`src/rtl/stable_priority_queue_defines.svh`:
```
// Assertion macros of the stable priority queue, used by spq_datapath.
`ifndef STABLE_PRIORITY_QUEUE_DEFINES_SVH
`define STABLE_PRIORITY_QUEUE_DEFINES_SVH

// Same-cycle implication, checked outside reset.
`define SPQ_ASSERT_IMP(label, clk, rst_n, ante, cons) \
  label: assert property (@(posedge clk) disable iff (!rst_n) (ante) |-> (cons)) \
    else $error("stable priority queue check failed");

// Next-cycle implication, checked outside reset.
`define SPQ_ASSERT_NXT(label, clk, rst_n, ante, cons) \
  label: assert property (@(posedge clk) disable iff (!rst_n) (ante) |=> (cons)) \
    else $error("stable priority queue check failed");

`endif

```
`src/rtl/spq_pkg.sv`:
```
// Shared constants, types and command/status structs of the priority queue.
package spq_pkg;

  localparam int DEPTH    = 128;
  localparam int TAG_BITS = 16;
  localparam int IDX_W    = $clog2(DEPTH);
  localparam int CNT_W    = $clog2(DEPTH + 1);

  // Result status codes
  localparam logic [2:0] ST_INSERTED     = 3'd0;
  localparam logic [2:0] ST_UNRECOGNIZED = 3'd1;
  localparam logic [2:0] ST_FULL         = 3'd2;
  localparam logic [2:0] ST_SERVED       = 3'd3;
  localparam logic [2:0] ST_EMPTY        = 3'd4;

  // Read address selects
  localparam logic [1:0] RA_PTR_M1 = 2'd0;
  localparam logic [1:0] RA_PTR_M2 = 2'd1;
  localparam logic [1:0] RA_ZERO   = 2'd2;
  localparam logic [1:0] RA_PTR_P1 = 2'd3;

  // Write address selects
  localparam logic WA_PTR    = 1'b0;
  localparam logic WA_PTR_M1 = 1'b1;

  // Write data selects
  localparam logic WD_NEW = 1'b0;
  localparam logic WD_RD  = 1'b1;

  typedef struct packed {
    logic [1:0]          prio;
    logic [TAG_BITS-1:0] tag;
  } entry_t;

  typedef struct packed {
    logic       load;
    logic       ptr_clr;
    logic       ptr_inc;
    logic       ptr_dec;
    logic       rd_en;
    logic [1:0] rd_sel;
    logic       wr_en;
    logic       wr_sel;
    logic       wd_sel;
    logic       cnt_inc;
    logic       cnt_dec;
    logic       capture;
    logic       emit;
    logic [2:0] status;
  } spq_cmd_t;

  typedef struct packed {
    logic is_call;
    logic sev_zero;
    logic full;
    logic empty;
    logic ptr_is_one;
    logic rd_lower;
    logic ptr_last;
  } spq_sts_t;

endpackage

```
`src/rtl/spq_ctrl.sv`:
```
// Sequencer of the priority queue: walks inserts and calls one entry a cycle.
module spq_ctrl (
  input  logic              clk,
  input  logic              rst_n,
  input  logic              start,
  output logic              busy,
  input  spq_pkg::spq_sts_t sts,
  output spq_pkg::spq_cmd_t cmd
);
  import spq_pkg::*;

  localparam logic [2:0] S_IDLE   = 3'd0;
  localparam logic [2:0] S_DECIDE = 3'd1;
  localparam logic [2:0] S_SCAN   = 3'd2;
  localparam logic [2:0] S_PLACE  = 3'd3;
  localparam logic [2:0] S_HEAD   = 3'd4;
  localparam logic [2:0] S_SHIFT  = 3'd5;

  logic [2:0] state_r, state_nxt;

  assign busy = (state_r != S_IDLE);

  always_comb begin
    cmd       = '0;
    state_nxt = state_r;
    unique case (state_r)
      S_IDLE: begin
        if (start) begin
          cmd.load  = 1'b1;
          state_nxt = S_DECIDE;
        end
      end
      S_DECIDE: begin
        if (!sts.is_call) begin
          if (sts.sev_zero) begin
            cmd.emit   = 1'b1;
            cmd.status = ST_UNRECOGNIZED;
            state_nxt  = S_IDLE;
          end else if (sts.full) begin
            cmd.emit   = 1'b1;
            cmd.status = ST_FULL;
            state_nxt  = S_IDLE;
          end else if (sts.empty) begin
            cmd.wr_en   = 1'b1;
            cmd.wr_sel  = WA_PTR;
            cmd.wd_sel  = WD_NEW;
            cmd.cnt_inc = 1'b1;
            cmd.emit    = 1'b1;
            cmd.status  = ST_INSERTED;
            state_nxt   = S_IDLE;
          end else begin
            cmd.rd_en  = 1'b1;
            cmd.rd_sel = RA_PTR_M1;
            state_nxt  = S_SCAN;
          end
        end else begin
          if (sts.empty) begin
            cmd.emit   = 1'b1;
            cmd.status = ST_EMPTY;
            state_nxt  = S_IDLE;
          end else begin
            cmd.ptr_clr = 1'b1;
            cmd.rd_en   = 1'b1;
            cmd.rd_sel  = RA_ZERO;
            state_nxt   = S_HEAD;
          end
        end
      end
      S_SCAN: begin
        if (sts.rd_lower) begin
          cmd.wr_en   = 1'b1;
          cmd.wr_sel  = WA_PTR;
          cmd.wd_sel  = WD_RD;
          cmd.ptr_dec = 1'b1;
          if (sts.ptr_is_one) begin
            state_nxt = S_PLACE;
          end else begin
            cmd.rd_en  = 1'b1;
            cmd.rd_sel = RA_PTR_M2;
          end
        end else begin
          cmd.wr_en   = 1'b1;
          cmd.wr_sel  = WA_PTR;
          cmd.wd_sel  = WD_NEW;
          cmd.cnt_inc = 1'b1;
          cmd.emit    = 1'b1;
          cmd.status  = ST_INSERTED;
          state_nxt   = S_IDLE;
        end
      end
      S_PLACE: begin
        cmd.wr_en   = 1'b1;
        cmd.wr_sel  = WA_PTR;
        cmd.wd_sel  = WD_NEW;
        cmd.cnt_inc = 1'b1;
        cmd.emit    = 1'b1;
        cmd.status  = ST_INSERTED;
        state_nxt   = S_IDLE;
      end
      S_HEAD: begin
        cmd.capture = 1'b1;
        if (sts.ptr_last) begin
          cmd.cnt_dec = 1'b1;
          cmd.emit    = 1'b1;
          cmd.status  = ST_SERVED;
          state_nxt   = S_IDLE;
        end else begin
          cmd.rd_en   = 1'b1;
          cmd.rd_sel  = RA_PTR_P1;
          cmd.ptr_inc = 1'b1;
          state_nxt   = S_SHIFT;
        end
      end
      S_SHIFT: begin
        cmd.wr_en  = 1'b1;
        cmd.wr_sel = WA_PTR_M1;
        cmd.wd_sel = WD_RD;
        if (sts.ptr_last) begin
          cmd.cnt_dec = 1'b1;
          cmd.emit    = 1'b1;
          cmd.status  = ST_SERVED;
          state_nxt   = S_IDLE;
        end else begin
          cmd.rd_en   = 1'b1;
          cmd.rd_sel  = RA_PTR_P1;
          cmd.ptr_inc = 1'b1;
        end
      end
      default: begin
        state_nxt = S_IDLE;
      end
    endcase
  end

  always_ff @(posedge clk) begin
    if (!rst_n) begin
      state_r <= S_IDLE;
    end else begin
      state_r <= state_nxt;
    end
  end

endmodule

```
`src/rtl/spq_datapath.sv`:
```
// Entry memory, count, walk pointer and result registers of the priority queue.
module spq_datapath (
  input  logic              clk,
  input  logic              rst_n,
  input  logic              in_op,
  input  logic [1:0]        in_severity,
  input  logic [15:0]       in_tag,
  input  spq_pkg::spq_cmd_t cmd,
  output spq_pkg::spq_sts_t sts,
  output logic              out_valid,
  output logic [2:0]        out_status,
  output logic [15:0]       out_served_tag,
  output logic [1:0]        out_served_severity,
  output logic [7:0]        out_occupancy
);
  import spq_pkg::*;

  `include "stable_priority_queue_defines.svh"

  entry_t mem [DEPTH];
  entry_t rdata_r;
  entry_t wdata;

  logic [CNT_W-1:0] cnt_r, cnt_nxt;
  logic [CNT_W-1:0] ptr_r, ptr_nxt;
  logic [CNT_W-1:0] ptr_m1, ptr_m2, ptr_p1;
  logic [IDX_W-1:0] rd_addr, wr_addr;

  logic                op_r;
  logic [1:0]          sev_r;
  logic [TAG_BITS-1:0] tag_r;

  logic [TAG_BITS+15:0] tag_in_ext;
  logic [TAG_BITS+15:0] tag_out_ext;
  logic [CNT_W+7:0]     occ_ext;

  logic        out_valid_r;
  logic [2:0]  out_status_r;
  logic [15:0] out_tag_r;
  logic [1:0]  out_sev_r;
  logic [7:0]  out_occ_r;

  assign ptr_m1 = ptr_r - CNT_W'(1);
  assign ptr_m2 = ptr_r - CNT_W'(2);
  assign ptr_p1 = ptr_r + CNT_W'(1);

  assign tag_in_ext  = {{TAG_BITS{1'b0}}, in_tag};
  assign tag_out_ext = {16'b0, rdata_r.tag};
  assign occ_ext     = {8'b0, cnt_nxt};

  always_comb begin
    case (cmd.rd_sel)
      RA_PTR_M1: rd_addr = ptr_m1[IDX_W-1:0];
      RA_PTR_M2: rd_addr = ptr_m2[IDX_W-1:0];
      RA_ZERO:   rd_addr = '0;
      RA_PTR_P1: rd_addr = ptr_p1[IDX_W-1:0];
      default:   rd_addr = '0;
    endcase
    wr_addr = (cmd.wr_sel == WA_PTR_M1) ? ptr_m1[IDX_W-1:0] : ptr_r[IDX_W-1:0];
    if (cmd.wd_sel == WD_RD) begin
      wdata = rdata_r;
    end else begin
      wdata.prio = sev_r;
      wdata.tag  = tag_r;
    end
  end

  always_comb begin
    cnt_nxt = cnt_r;
    if (cmd.cnt_inc) begin
      cnt_nxt = cnt_r + CNT_W'(1);
    end else if (cmd.cnt_dec) begin
      cnt_nxt = cnt_r - CNT_W'(1);
    end
    ptr_nxt = ptr_r;
    if (cmd.load) begin
      ptr_nxt = cnt_r;
    end else if (cmd.ptr_clr) begin
      ptr_nxt = '0;
    end else if (cmd.ptr_inc) begin
      ptr_nxt = ptr_p1;
    end else if (cmd.ptr_dec) begin
      ptr_nxt = ptr_m1;
    end
  end

  always_comb begin
    sts.is_call    = op_r;
    sts.sev_zero   = (sev_r == 2'd0);
    sts.full       = (cnt_r == CNT_W'(DEPTH));
    sts.empty      = (cnt_r == '0);
    sts.ptr_is_one = (ptr_r == CNT_W'(1));
    sts.rd_lower   = (rdata_r.prio < sev_r);
    sts.ptr_last   = (ptr_r == cnt_r - CNT_W'(1));
  end

  // Entry memory: one write and one registered read per cycle.
  always_ff @(posedge clk) begin
    if (cmd.wr_en) begin
      mem[wr_addr] <= wdata;
    end
  end

  always_ff @(posedge clk) begin
    if (cmd.rd_en) begin
      rdata_r <= mem[rd_addr];
    end
  end

  always_ff @(posedge clk) begin
    if (!rst_n) begin
      cnt_r       <= '0;
      out_valid_r <= 1'b0;
    end else begin
      cnt_r       <= cnt_nxt;
      out_valid_r <= cmd.emit;
    end
  end

  always_ff @(posedge clk) begin
    ptr_r <= ptr_nxt;
    if (cmd.load) begin
      op_r  <= in_op;
      sev_r <= in_severity;
      tag_r <= tag_in_ext[TAG_BITS-1:0];
    end
    if (cmd.capture) begin
      out_tag_r <= tag_out_ext[15:0];
      out_sev_r <= rdata_r.prio;
    end
    if (cmd.emit) begin
      out_status_r <= cmd.status;
      out_occ_r    <= occ_ext[7:0];
      if (cmd.status != ST_SERVED) begin
        out_tag_r <= '0;
        out_sev_r <= '0;
      end
    end
  end

  assign out_valid           = out_valid_r;
  assign out_status          = out_status_r;
  assign out_served_tag      = out_tag_r;
  assign out_served_severity = out_sev_r;
  assign out_occupancy       = out_occ_r;

  `SPQ_ASSERT_IMP(a_cnt_range, clk, rst_n, 1'b1, cnt_r <= CNT_W'(DEPTH))
  `SPQ_ASSERT_IMP(a_no_overfill, clk, rst_n, cmd.cnt_inc, cnt_r < CNT_W'(DEPTH))
  `SPQ_ASSERT_IMP(a_no_underrun, clk, rst_n, cmd.cnt_dec, cnt_r != '0)
  `SPQ_ASSERT_IMP(a_port_apart, clk, rst_n, cmd.rd_en && cmd.wr_en, rd_addr != wr_addr)

endmodule

```
`src/rtl/stable_priority_queue.sv`:
```
// Top level of the stable priority queue: sequencer plus entry datapath.
//
// Usage:
//   Drive in_op, in_severity and in_tag and raise start; the request is a
//   transfer at the rising edge where start is high and busy is low.
//   in_op 0 inserts in_tag with priority in_severity (3 worst .. 1 regular);
//   the entry goes behind every entry of equal or higher priority, so equal
//   priorities leave in arrival order. Severity 0 is rejected, and so is an
//   insert into a full queue. in_op 1 removes and returns the front entry.
//   Each request yields exactly one result, shown on the out_ ports for one
//   cycle with out_valid high; the receiver cannot stall, so sample it then.
// Busy:
//   Each request is worked alone: an insert moves back every entry of
//   lower priority, and a call takes the front entry and shifts every other
//   entry one place toward the front; entries move one at a time through
//   the single-write, single-read entry memory. busy stays high meanwhile,
//   and a new request can be taken in the cycle its result is shown.
// Reset:
//   rst_n low (synchronous) empties the queue and drops any pending result;
//   entry storage itself is not cleared, since only held entries are read.
module stable_priority_queue (
  input  logic        clk,
  input  logic        rst_n,
  input  logic        start,
  output logic        busy,
  input  logic        in_op,
  input  logic [1:0]  in_severity,
  input  logic [15:0] in_tag,
  output logic        out_valid,
  output logic [2:0]  out_status,
  output logic [15:0] out_served_tag,
  output logic [1:0]  out_served_severity,
  output logic [7:0]  out_occupancy
);
  import spq_pkg::*;

  // Command and status traffic between sequencer and datapath.
  spq_cmd_t cmd;
  spq_sts_t sts;

  // Sequencer: latch the request, then walk the memory one entry a cycle.
  spq_ctrl u_ctrl (
    .clk   (clk),
    .rst_n (rst_n),
    .start (start),
    .busy  (busy),
    .sts   (sts),
    .cmd   (cmd)
  );

  // Datapath: hold entries, count and the one-cycle result strobe.
  spq_datapath u_datapath (
    .clk                 (clk),
    .rst_n               (rst_n),
    .in_op               (in_op),
    .in_severity         (in_severity),
    .in_tag              (in_tag),
    .cmd                 (cmd),
    .sts                 (sts),
    .out_valid           (out_valid),
    .out_status          (out_status),
    .out_served_tag      (out_served_tag),
    .out_served_severity (out_served_severity),
    .out_occupancy       (out_occupancy)
  );

endmodule
```
`config.mk`:
```
export PLATFORM = sky130hd
export DESIGN_NAME = stable_priority_queue
export DESIGN_NICKNAME = d
export VERILOG_FILES = /design/src/rtl/spq_pkg.sv /design/src/rtl/spq_ctrl.sv /design/src/rtl/spq_datapath.sv /design/src/rtl/stable_priority_queue.sv
export VERILOG_INCLUDE_DIRS = /design/src /design/src/rtl
export SDC_FILE = /design/constraint.sdc
export NUM_CORES = 2
export LEC_CHECK = 0
export ABC_AREA = 1
export BUFFER_PORTS_ARGS = -buffer_cell sky130_fd_sc_hd__buf_4
export CAP_MARGIN = 20
export CORE_MARGIN = 1.5
export CORE_UTILIZATION = 29
export DETAILED_ROUTE_END_ITERATION = 10
export GPL_TIMING_DRIVEN = 0
export SLEW_MARGIN = 5
export SYNTH_ARGS = -nofsm -noshare
export SYNTH_HDL_FRONTEND = slang
export SYNTH_HIERARCHICAL = 1
export SYNTH_SLANG_ARGS = --single-unit
```
`constraint.sdc`:
```
create_clock -name clk -period 11.1 [get_ports clk]
set_clock_uncertainty 0.2 [all_clocks]
set_input_delay 1.11 -clock clk [delete_from_list [all_inputs] [get_ports clk]]
set_output_delay 1.11 -clock clk [all_outputs]
set_load 0.01 [all_outputs]
```
-- Word level (Yosys, flattened, before mapping)
Memory sizes are Yosys's and may differ from the RTL's. A register that Yosys moved wholly into a read port is not among the register bits.
Index checks and enable logic that the tools add are counted.
- bitwise logic cells: 0
- reduce and logical (&&, ||, !) cells: 8
- $lt $le $gt $ge: 1
- equal/unequal tests: 15
- div/mod/pow operators: 0
- multipliers: 0
- shift-type cells: 0
- add/sub/neg operators: 5
- muxes and demuxes: 61
- operator list (kind ; number):
    2-to-1 mux 16 bit ; 3
    2-to-1 mux 8 bit ; 6
    2-to-1 mux 4 bit ; 10
    2-to-1 mux 3 bit ; 13
    case mux 7 bit (4 select lines) ; 1
    2-to-1 mux 7 bit ; 3
    2-to-1 mux 18 bit ; 1
    adder 8 x 1 -> 8 bit, second input constant ; 2
    case mux 4 bit (4 select lines) ; 1
    subtractor 8 x 1 -> 8 bit, second input constant ; 2
    2-to-1 mux 1 bit ; 15
    case mux 3 bit (5 select lines) ; 1
    case mux 3 bit (4 select lines) ; 1
    case mux 3 bit (3 select lines) ; 1
    == test 8 x 1 -> 1 bit, second input constant ; 1
    == test 8 bit ; 1
    == test 8 bit, second input constant ; 1
    logical NOT 8 bit ; 1
    2-to-1 mux 2 bit ; 4
    subtractor 7 x 2 -> 7 bit, second input constant ; 1
    == test 3 x 2 -> 1 bit, second input constant ; 2
    == test 3 bit, second input constant ; 2
    == test 2 bit, second input constant ; 2
    logical NOT 2 bit ; 2
    12 further kinds ; 13
- latch bits: 0
- memories: 1
- register bits after elaboration: 68
- bits in read-only memories: 0
- bits in writable memories: 2304
- word-level logic and storage cells: 102
- output and inout bits: 31
- memory list (name ; words ; width ; rd ports ; clocked after memory_dff ; write ports ; line ; text):
    u_datapath.mem ; 128 ; 18 ; 1 ; 1 ; 1 ; spq_datapath.sv:20 ; entry_t mem [DEPTH];

-- Depth between registers and ports, before layout
- depth in word-level cells: 9
- depth in mapped cells: 30
- depth with buffers taken out: 27

-- Modules after synthesis
The synthesis kept the hierarchy.
- modules (own cells, without submodules) (module ; seq. area each (sq um) ; area an instance (sq um) ; times used ; cells each):
    spq_datapath ; 71408.5 ; 98059.0 ; 1 ; 8120
    spq_ctrl ; 60.1 ; 362.8 ; 1 ; 65

-- Worst setup path before layout
Ideal clock, no wire load.
- path kind: register -> register
- start point: register, netlist name u_datapath/rdata_r[17]
- end point: memory u_datapath/mem[0][17] (netlist bit) (data pin)
- data required time: 9703 ps
- arrival: 6163 ps
- stages on the path, launching flop included: 7
- path slack: 3540 ps
- period minus slack after synthesis: 7560 ps
- cell sequence: edfxtp_1 ha_1 a21oi_1 nand3_2 nand2_1 clkbuf_1 o21ai_0
- RTL lines (what ; line):
    end, declared ; spq_datapath.sv:20

==> qor.csv <==
stage,metric,value,unit
run_status,outcome,finished clean,
floorplan,Ports,53,
place,gpl congestion,1.019,
final_layout,synth-to-layout area growth,17.33,%
timing,worst slew pin tran,1.341,ns
critical_path,Crit Path Category,reg2reg,
clock_network,insertion delay to the later sink of the worst-skew pair,0.90,ns
clock_network,"Reg clk slew, reported paths",0.06,ns
power,Static Leakage,39.49,nW
power,largest voltage drop on the vdd net,0.1619,mV
clock_network,number of buffers inserted by hold repair at cts,0,
routing,post-detailed-route count of antenna-violating nets,0,
synthesis,most frequent cells after synthesis,"3286 x sky130_fd_sc_hd__nand3_1, 2360 x sky130_fd_sc_hd__edfxtp_1, 1458 x sky130_fd_sc_hd__nand2_1, 259 x sky130_fd_sc_hd__clkbuf_1, 252 x sky130_fd_sc_hd__buf_2",
floorplan,Cell Rows,213,
routing,average routed wire per standard cell,26.51,um
critical_path,critical path's slowest cell,sky130_fd_sc_hd__clkbuf_1,
global_routing,pin count of the biggest net entering global routing,99,
synthesis,Synth Instances,8185,
power,PD cells,209.4,nW/um^2
global_routing,vias in the first global route,66860,
critical_path,worst path cell trace,inv_1 -> ha_1 -> xnor2_1 -> or2_2 -> nand3_1 -> a21oi_1 -> nand4_1 -> nor2_1 -> nor2_2 -> inv_1 -> nand2_1 -> inv_2 -> nand2_1 -> nand2_2 -> clkbuf_1 -> clkbuf_1 -> nand3_1 -> nand3_1 -> nand3_1 -> nand3_1 -> nand3_1 -> nand3_1 -> nand3_1 -> nand2_1,
timing,post-layout minimum cycle time,6.821,ns
final_layout,combined area of the multi-input logic cells,24410,sq um
synthesis,Post-synth EDFFs,2360,
clock_network,number of H-tree branching levels,4,
floorplan,total die area,342900,sq um
global_routing,overall track demand over capacity in global routing,19.98,%
clock_network,clock buffer depth,3,
synthesis,sequential element share of the synthesized area,72.61,%
place,dpl cell area,107800,sq um
synthesis,post-synthesis sequential element count,2390,
clock_network,number of clock sinks,2390,
final_layout,final core utilization,34.25,%
clock_network,cell at the root of the clock tree,sky130_fd_sc_hd__clkbuf_16,
floorplan,area of the core,337100,sq um
synthesis,Async SR Flop Fraction,0,%
timing,worst-case headroom to the max-slew limit,9.660,%
critical_path,crit-path most repeated cell,sky130_fd_sc_hd__nand3_1,
routing,Starting DRT DRC Count,11620,
global_routing,final global-route overflow total,0,
synthesis,cell with the most instances after synthesis,sky130_fd_sc_hd__nand3_1,
timing,final cycle utilization of the critical path,61.45,%
routing,count of TritonRoute iterations in the first routing pass,9,
final_layout,final layout net count,8659,
critical_path,arrival time of data at the critical path endpoint,7.32,ns
timing,number of pins exceeding their max-slew limit in the final report,0,
clock_network,Post-CTS Setup Inserts,0,
routing,Vias per Instance,5.426,
critical_path,"Req. time, crit path",11.60,ns
critical_path,startpoint type of the worst setup path,register,
synthesis,syn nets,8217,
critical_path,slowest cell delay on critical path,0.93,ns
timing,setup repair after global routing missed its margin,false,
global_routing,initial antenna violation count,20,
timing,Worst Slack Setup Final,4.279,ns
synthesis,Synth Area per Inst,12.02,sq um
floorplan,Die Height,585.6,um
routing,count of unresolved DRC violations after routing,0,
final_layout,post-route cell area,115500,sq um
synthesis,Cell variety after synth,42,
synthesis,count of warnings emitted by yosys,6,
clock_network,number of clock buffers inserted by TritonCTS,240,
final_layout,register area,71470,sq um
final_layout,number of filler cells placed in the layout,32660,
global_routing,first-pass GRT wire length,492700,um
job,Max-cap violations,0,
floorplan,Starting Density,29.19,%
place,dpl hpwl,244400,um
clock_network,Resize count post-CTS,0,
worst_hold_path,kind of path behind the tightest hold check,in2reg,
timing,total count of hold-check failures in the final report,0,
synthesis,cell types occupying the most area after synthesis,"sky130_fd_sc_hd__edfxtp_1 72%, sky130_fd_sc_hd__nand3_1 17%, sky130_fd_sc_hd__nand2_1 5.6%",
floorplan,width of the die,585.6,um
synthesis,post-synth design cell area,98420,sq um
timing,Final Setup Violations,0,
synthesis,area share of the largest cell type after synthesis,72.00,%
timing,peak clock frequency supported by timing,146.6,MHz
final_layout,share of post-route cells with drive strength above 1,11.46,%
routing,post-detailed-routing wire length,354000,um
clock_network,TritonCTS clock tree,done,
synthesis,post-synthesis cell type with the largest combined area,sky130_fd_sc_hd__edfxtp_1,
place,pre-CTS setup slack,4.359,ns
synthesis,main flop type after synthesis,sky130_fd_sc_hd__edfxtp_1,
critical_path,highest net fanout along the worst path,10,
place,count of buffers inserted at the top-level ports,52,
critical_path,Critical Path End Type,register,
routing,vias post-DR,72460,
where the power goes:
| group | internal [mW] | switching [mW] |
|---|---|---|
| clock | 4.44 | 3.49 |
| sequential | 10.0 | 0.0183 |
| combinational | 1.39 | 4.81 |
| total | 15.9 | 8.32 |
flip-flops by register name, summed over array words and instances, names as in the netlist, 2 cells and up:
signal                          cells
u_datapath/mem                   2304
u_datapath/tag_r                   16
u_ctrl/state_r                      3
u_datapath/out_served_severity      2
u_datapath/out_status               3
u_datapath/rdata_r                 18
u_datapath/ptr_r                    8
u_datapath/out_occupancy            8
u_datapath/cnt_r                    8
u_datapath/out_served_tag          16
u_datapath/sev_r                    2
cell usage in the layout (no fill, tap or decap), drive strengths merged, types with 19 or more instances in the layout:
cell type / n
dfxtp: 30
clkbuf: 558
bufinv: 19
clkinv: 111
nand2: 1464
mux2: 34
nor2: 180
buf: 565
o21ai: 27
nand3: 3288
inv: 108
edfxtp: 2360
routing by layer:
layer  global-route usage [%]  up-vias  routed length [um]
met4                    9.563        8               18810
met3                    5.623      783               47160
met2                    30.07     5044              154300
met5                        0        -                  50
li1                         -    30900                   -
met1                    26.50    35730              133700
through the flow:
step,setup TNS (ns),hold WS [ns],power (mW),instances
after floorplan,0,0.3103,13.26,8185
after global placement,-921.79,0.3396,16.00,12750
after detailed placement,0,0.3506,16.10,12900
after CTS,0,0.1527,23.93,13340
after global routing,0,0.1538,24.73,13350
final,0,0.1818,24.19,13350
critical path, delay by kind of cell, from the launching register on:
family | cells | cell delay (ns)
XOR/XNOR | 1 | 0.26
flip-flops | 1 | 0.43
buffers and inverters | 5 | 1.93
adder cells (fa/ha/maj) | 1 | 0.27
AND/OR/NAND/NOR | 16 | 3.38
AO/OA/AOI/OAI | 1 | 0.15
layout make-up:
class,count,area share (%)
Antenna cell,12,0.02600
Buffer,625,2.419
Clock buffer,298,5.426
Clock inverter,144,1.204
Inverter,102,0.3326
Multi-Input combinational cell,5068,21.14
Sequential cell,2390,61.89
Tap cell,4515,4.892
Timing Repair Buffer,200,2.677
final timing paths:
kind,from,to,slack (ns),cells past startpoint
max,u_datapath/cnt_r[0],u_datapath/rdata_r[17],4.28,24
min,in_tag[1],u_datapath/tag_r[1],0.18,1
max reg2reg,u_datapath/cnt_r[0],u_datapath/rdata_r[17],4.28,24
min reg2reg,u_datapath/cnt_r[6],u_datapath/cnt_r[6],0.37,2
cells by family (layout without fill, tap and decap cells):
| family | Yosys count | after routing | synth area share [%] |
|---|---|---|---|
| compound gates | 58 | 58 | 0.3534 |
| simple gates | 4947 | 4947 | 23.13 |
| buf+inv | 727 | 1369 | 3.214 |
| mux | 34 | 34 | 0.3890 |
| flops | 2390 | 2390 | 72.61 |
| xor+xnor | 19 | 19 | 0.1691 |
| fa+ha+maj | 10 | 10 | 0.1271 |
| other cells | 0 | 12 | 0 |
(Power assumes the default switching activity.)
